[config.mk]
export PLATFORM = sky130hd
export DESIGN_NAME = rau_front
export DESIGN_NICKNAME = d
export VERILOG_FILES = /design/src/rtl/core/rau_pkg.sv /design/src/rtl/core/rau_front.sv
export SDC_FILE = /design/constraint.sdc
export NUM_CORES = 2
export LEC_CHECK = 0
export BUFFER_PORTS_ARGS = -buffer_cell sky130_fd_sc_hd__buf_2
export CAP_MARGIN = 5
export CORE_MARGIN = 2
export CORE_UTILIZATION = 53
export DETAILED_ROUTE_END_ITERATION = 10
export GPL_TIMING_DRIVEN = 0
export MAX_ROUTING_LAYER = met4
export PLACE_DENSITY = 0.7
export REMOVE_ABC_BUFFERS = 1
export SLEW_MARGIN = 20
export SYNTH_ARGS = -nofsm -noshare
export SYNTH_HDL_FRONTEND = slang
export SYNTH_SLANG_ARGS = --single-unit
[constraint.sdc]
create_clock -name clk -period 8.91 [get_ports clk]
set_input_delay 0.4455 -clock clk [delete_from_list [all_inputs] [get_ports clk]]
set_output_delay 0.4455 -clock clk [all_outputs]
set_load 0.05 [all_outputs]
[src/rtl/core/rau_pkg.sv]
// Shared constants, opcodes, status codes and pipeline side-band type
// for the rational arithmetic core. No dependencies.
package rau_pkg;

	localparam int OPERAND_WIDTH_DEF = 16;
	localparam int FIELD_W = 16;
	localparam int MODE_W = 3;
	localparam int NUM_W = 33;
	localparam int DEN_W = 32;
	localparam int ST_W = 2;

	localparam logic [MODE_W-1:0] MODE_ADD = 3'd0;
	localparam logic [MODE_W-1:0] MODE_SUB = 3'd1;
	localparam logic [MODE_W-1:0] MODE_MUL = 3'd2;
	localparam logic [MODE_W-1:0] MODE_DIV = 3'd3;
	localparam logic [MODE_W-1:0] MODE_GT  = 3'd4;
	localparam logic [MODE_W-1:0] MODE_LT  = 3'd5;
	localparam logic [MODE_W-1:0] MODE_EQ  = 3'd6;
	localparam logic [MODE_W-1:0] MODE_RSV = 3'd7;

	localparam logic [ST_W-1:0] ST_OK   = 2'd0;
	localparam logic [ST_W-1:0] ST_ZDEN = 2'd1;
	localparam logic [ST_W-1:0] ST_DIVZ = 2'd2;

	typedef struct packed {
		logic            zero;
		logic            num_neg;
		logic            den_neg;
		logic            cmp;
		logic [ST_W-1:0] status;
	} rau_meta_t;

endpackage

[src/rtl/core/rau_front.sv]
// Front end: operand capture, cross products, sign/magnitude forming and compares.
// Depends on rau_pkg.
module rau_front import rau_pkg::*; #(
	parameter int OW = OPERAND_WIDTH_DEF
) (
	input  logic                      clk,
	input  logic                      arst_n,
	input  logic                      en,
	input  logic                      v_in,
	input  logic [MODE_W-1:0]         mode,
	input  logic signed [FIELD_W-1:0] a_num,
	input  logic signed [FIELD_W-1:0] a_den,
	input  logic signed [FIELD_W-1:0] b_num,
	input  logic signed [FIELD_W-1:0] b_den,
	output logic                      v_s3,
	output rau_meta_t                 meta_s3,
	output logic [2*OW-1:0]           nmag_s3,
	output logic [2*OW-1:0]           dmag_s3
);

	localparam int XW = (OW > FIELD_W) ? OW : FIELD_W;
	localparam int PW = 2 * OW;

	function automatic logic signed [OW-1:0] sx(input logic [FIELD_W-1:0] f);
		logic [XW-1:0] r;
		r = XW'(f);
		return signed'(r[OW-1:0]);
	endfunction

	logic                     v_s1, v_s2;
	logic [MODE_W-1:0]        mode_s1, mode_s2;
	logic signed [OW-1:0]     an_s1, ad_s1, bn_s1, bd_s1;
	logic signed [PW-1:0]     pa_s2, pb_s2, pd_s2;
	logic                     zden_s2, bz_s2, flip_s2;

	logic signed [OW-1:0]     ma, md;
	logic signed [PW:0]       nval, nabs, dabs;
	logic                     nneg, dneg;
	rau_meta_t                meta_c;

	always_ff @(posedge clk or negedge arst_n) begin
		if (!arst_n) begin
			v_s1 <= 1'b0;
			v_s2 <= 1'b0;
			v_s3 <= 1'b0;
		end else if (en) begin
			v_s1 <= v_in;
			v_s2 <= v_s1;
			v_s3 <= v_s2;
		end
	end

	// multiplier operand select: mul takes b_num, div swaps b_num into the denominator
	assign ma = (mode_s1 == MODE_MUL) ? bn_s1 : bd_s1;
	assign md = (mode_s1 == MODE_DIV) ? bn_s1 : bd_s1;

	always_ff @(posedge clk) begin
		if (en) begin
			mode_s1 <= mode;
			an_s1   <= sx(a_num);
			ad_s1   <= sx(a_den);
			bn_s1   <= sx(b_num);
			bd_s1   <= sx(b_den);

			mode_s2 <= mode_s1;
			pa_s2   <= PW'(an_s1) * PW'(ma);
			pb_s2   <= PW'(bn_s1) * PW'(ad_s1);
			pd_s2   <= PW'(ad_s1) * PW'(md);
			zden_s2 <= (ad_s1 == '0) || (bd_s1 == '0);
			bz_s2   <= (bn_s1 == '0);
			flip_s2 <= ad_s1[OW-1] ^ bd_s1[OW-1];

			meta_s3 <= meta_c;
			nmag_s3 <= meta_c.zero ? '0 : nabs[PW-1:0];
			dmag_s3 <= meta_c.zero ? '0 : dabs[PW-1:0];
		end
	end

	always_comb begin
		case (mode_s2)
			MODE_ADD: nval = (PW+1)'(pa_s2) + (PW+1)'(pb_s2);
			MODE_SUB: nval = (PW+1)'(pa_s2) - (PW+1)'(pb_s2);
			default:  nval = (PW+1)'(pa_s2);
		endcase
		nneg = nval[PW];
		nabs = nneg ? -nval : nval;
		dneg = pd_s2[PW-1];
		dabs = dneg ? -((PW+1)'(pd_s2)) : (PW+1)'(pd_s2);

		meta_c.zero    = 1'b1;
		meta_c.num_neg = nneg;
		meta_c.den_neg = dneg;
		meta_c.cmp     = 1'b0;
		meta_c.status  = ST_OK;
		case (mode_s2)
			MODE_ADD, MODE_SUB, MODE_MUL: meta_c.zero = 1'b0;
			MODE_DIV: begin
				if (bz_s2)
					meta_c.status = ST_DIVZ;
				else
					meta_c.zero = 1'b0;
			end
			// one negative denominator reverses the order of the cross products
			MODE_GT: meta_c.cmp = flip_s2 ? (pa_s2 < pb_s2) : (pa_s2 > pb_s2);
			MODE_LT: meta_c.cmp = flip_s2 ? (pa_s2 > pb_s2) : (pa_s2 < pb_s2);
			MODE_EQ: meta_c.cmp = (pa_s2 == pb_s2);
			default: meta_c.zero = 1'b1;
		endcase
		if (zden_s2 && (mode_s2 != MODE_RSV)) begin
			meta_c.zero   = 1'b1;
			meta_c.cmp    = 1'b0;
			meta_c.status = ST_ZDEN;
		end
	end

endmodule

==> out/qor.yml <==
sta:
  fmax_mhz: 117
  worst_slack_ps: 359
  hold_viol_final: 0
  slew_violations: 0
  relSlewSlack_pct: 21.7
  tightest_slew_ps: 1170
  min_period_ps: 8550
  setup_viol: 0
  skew_ps: 32.1
  fin_crit_sh_pct: 96.0
clocking:
  numCtsBuffers: 34
  cts_sinks: 242
  cts.reportedPaths.clkPinSlew_ps: 60
  root_buffer: "clkbuf_16"
  clockBufferDepth: 3
  h-tree-depth: 2
  cts_tree: "done"
  worst_skew_pair.late_latency_ps: 580
critical_path:
  crit_slowest_cell: "fa_1"
  crit_path_start_kind: "flip-flop"
  r2r_setup_slack_ps: 360
  cp.required_ps: 9210
  crit_type: "flip-flop to flip-flop"
  path_common_cell: "fa_1"
  crit_path_max_fanout: 16
  cp.arrival_ps: 8850
  cp-end-kind: "flip-flop"
  cp-startpoint: "mode_s1[0]"
  cpPeakStageDelay_ps: 530
  timing.rr.start: "mode_s1[0]"
  rr_endpoint: "pa_s2[30]"
  cp-endpoint: "pa_s2[30]"
  rr_worst_depth: 28
placement:
  placed_cells: 5524
  place_worst_setup_slack_ps: -284
  io_buffers: 141
  gp_congestion: 0.892
  dp_hpwl_um: 81200
grt:
  grt_overflow: 0
  grt_antenna_before_repair: 0
  grt_max_degree: 97
  first_global_vias: 31815
  grt_usage_pct: 26.2
  grt_pass1_wl_um: 167000
floorplan:
  core_area_um2: 80400
  initial_core_util_pct: 53.4
  dieHeight_um: 289
  dieArea_um2: 83400
  row_count: 104
  boundaryPins: 142
  die_w_um: 289
routing:
  routedWlPerCell_um: 17.9
  firstDrtPassIters: 5
  via_per_inst: 5.44
  final_antenna_net_count: 0
  drt_wl_total_um: 101000
  drtIter0Drc: 2007
  drc: 0
  vias: 30527
synthesis:
  async_reset_ff_share_pct: 1.24
  ys_types: 85
  netlist_area_um2: 43000
  ys_ff_latch: 242
  seq_area_frac_synth_pct: 16.9
  syn_inst: 4478
  synth.area.top_cells: "fa_1 (37%), edfxtp_1 (17%), ha_1 (9.1%), inv_1 (8.3%), nand2_1 (3.9%)"
  ys.flop_type: "edfxtp_1"
  synth_enable_flop_cells: 239
  synth_most_common_cell: "inv_1"
  yosys.area.top_type: "fa_1"
  synth_warnings: 0
  syn_avg_cell_area_um2: 9.60
  synth_commonest_cells: "inv_1 (955), fa_1 (788), nand2_1 (444)"
  synth_top_area_share_pct: 36.7
final_layout:
  ff_latch_area_um2: 7250
  nNetsFinal: 5693
  diodes: 0
  multi_input_area_um2: 31500
  syn_to_final_growth_pct: 7.78
  drive_above_1_share_pct: 7.21
  final_cells: 5608
  n_fill_cell: 7017
run_status:
  run_status: "completed"
min_path:
  min_path_type: "input port to flip-flop"
job:
  maxCapViolations: 0
==> kinds of logic after synthesis <==
| family | count (synthesis) | share of synthesized area [%] |
|---|---|---|
| muxes | 53 | 1.31 |
| buffers and inverters | 1145 | 10.1 |
| DFF | 242 | 16.9 |
| xor gates and xnor gates | 183 | 3.73 |
| and+or+nand+nor | 1288 | 15.0 |
| adders and majority gates | 1100 | 45.8 |
| AOI/OAI and AO/OA | 467 | 7.24 |
==> layer usage <==
metal / global-route usage (%) / share of wire [%]
met5: - / 0
met4: 8.57 / 3.7
met3: 2.67 / 5.3
met2: 40.7 / 46
met1: 36.3 / 45
==> final cells by class <==
class / instances / area share (%)
clock buffer: 40 / 1.89
timing repair buffer: 196 / 3.23
clock inverter: 22 / 0.570
inverter: 957 / 7.76
multi-input combinational: 3091 / 68.0
sequential: 242 / 15.7
tap: 1060 / 2.86
==> worst min-delay path by stage <==
| stage | cells after the start | from | to |
|---|---|---|---|
| 2_1_floorplan | 0 | arst_n | v_s1 |
| 3_3_place_gp | 1 | arst_n | v_s1 |
| 3_5_place_dp | 1 | arst_n | v_s1 |
| 4_1_cts | 1 | b_den[8] | bd_s1[8] |
| 5_1_grt | 1 | b_num[0] | bn_s1[0] |
| 6_report | 1 | b_den[8] | bd_s1[8] |
==> state kept, by name, summed over array words and instances, names as in the netlist, 3 cells and up <==
| name | cells |
|---|---|
| mode_s1 | 3 |
| bn_s1 | 16 |
| ad_s1 | 16 |
| dmag_s3 | 32 |
| bd_s1 | 16 |
| pd_s2 | 32 |
| pa_s2 | 32 |
| nmag_s3 | 32 |
| meta_s3 | 6 |
| an_s1 | 16 |
| pb_s2 | 32 |
| mode_s2 | 3 |
==> worst max-delay path, delay by kind of cell, from the launching register on <==
| kind | cells | cell delay (ps) |
|---|---|---|
| compound gates | 8 | 1950 |
| xor+xnor | 1 | 150 |
| fa+ha+maj | 7 | 3340 |
| buf+inv | 5 | 580 |
| flops | 1 | 510 |
| mux | 1 | 420 |
| simple gates | 6 | 1320 |
==> through the flow <==
stage	TNS (ps)	util [%]	area (um2)	hold slack, ps
2_1_floorplan	-131	-	42200	150
3_3_place_gp	-21790	55.0	44300	241
3_5_place_dp	-386	55.9	44900	246
4_1_cts	0	57.4	46200	4.94
5_1_grt	-23.1	57.6	46300	13.8
6_report	0	57.6	46300	39.7
==> cells in the final DEF, fill, tap and decap left out, types with 45 or more instances in the layout <==
cell type,netlist,final
nor2b_1,152,152
a21oi_1,132,132
xor2_1,67,67
a21o_1,45,45
o21ai_0,80,80
and2_1,238,238
xnor2_1,116,116
fa_1,788,788
inv_1,955,955
ha_1,312,312
nand2_1,444,443
edfxtp_1,239,239
buf_2,8,140
nor2_1,205,204
nor3_1,49,49
==> timing repair <==
item	in CTS	in global routing
endpoints found under the hold margin	3	0
resized for setup	1	2
endpoints found under the setup margin	2	6
pin swaps	0	1
hold buffers	1	0
buffers inserted	10	7
Power is not shown: default switching activity piles up to over one toggle a cycle in this logic, so the estimate is an artifact.
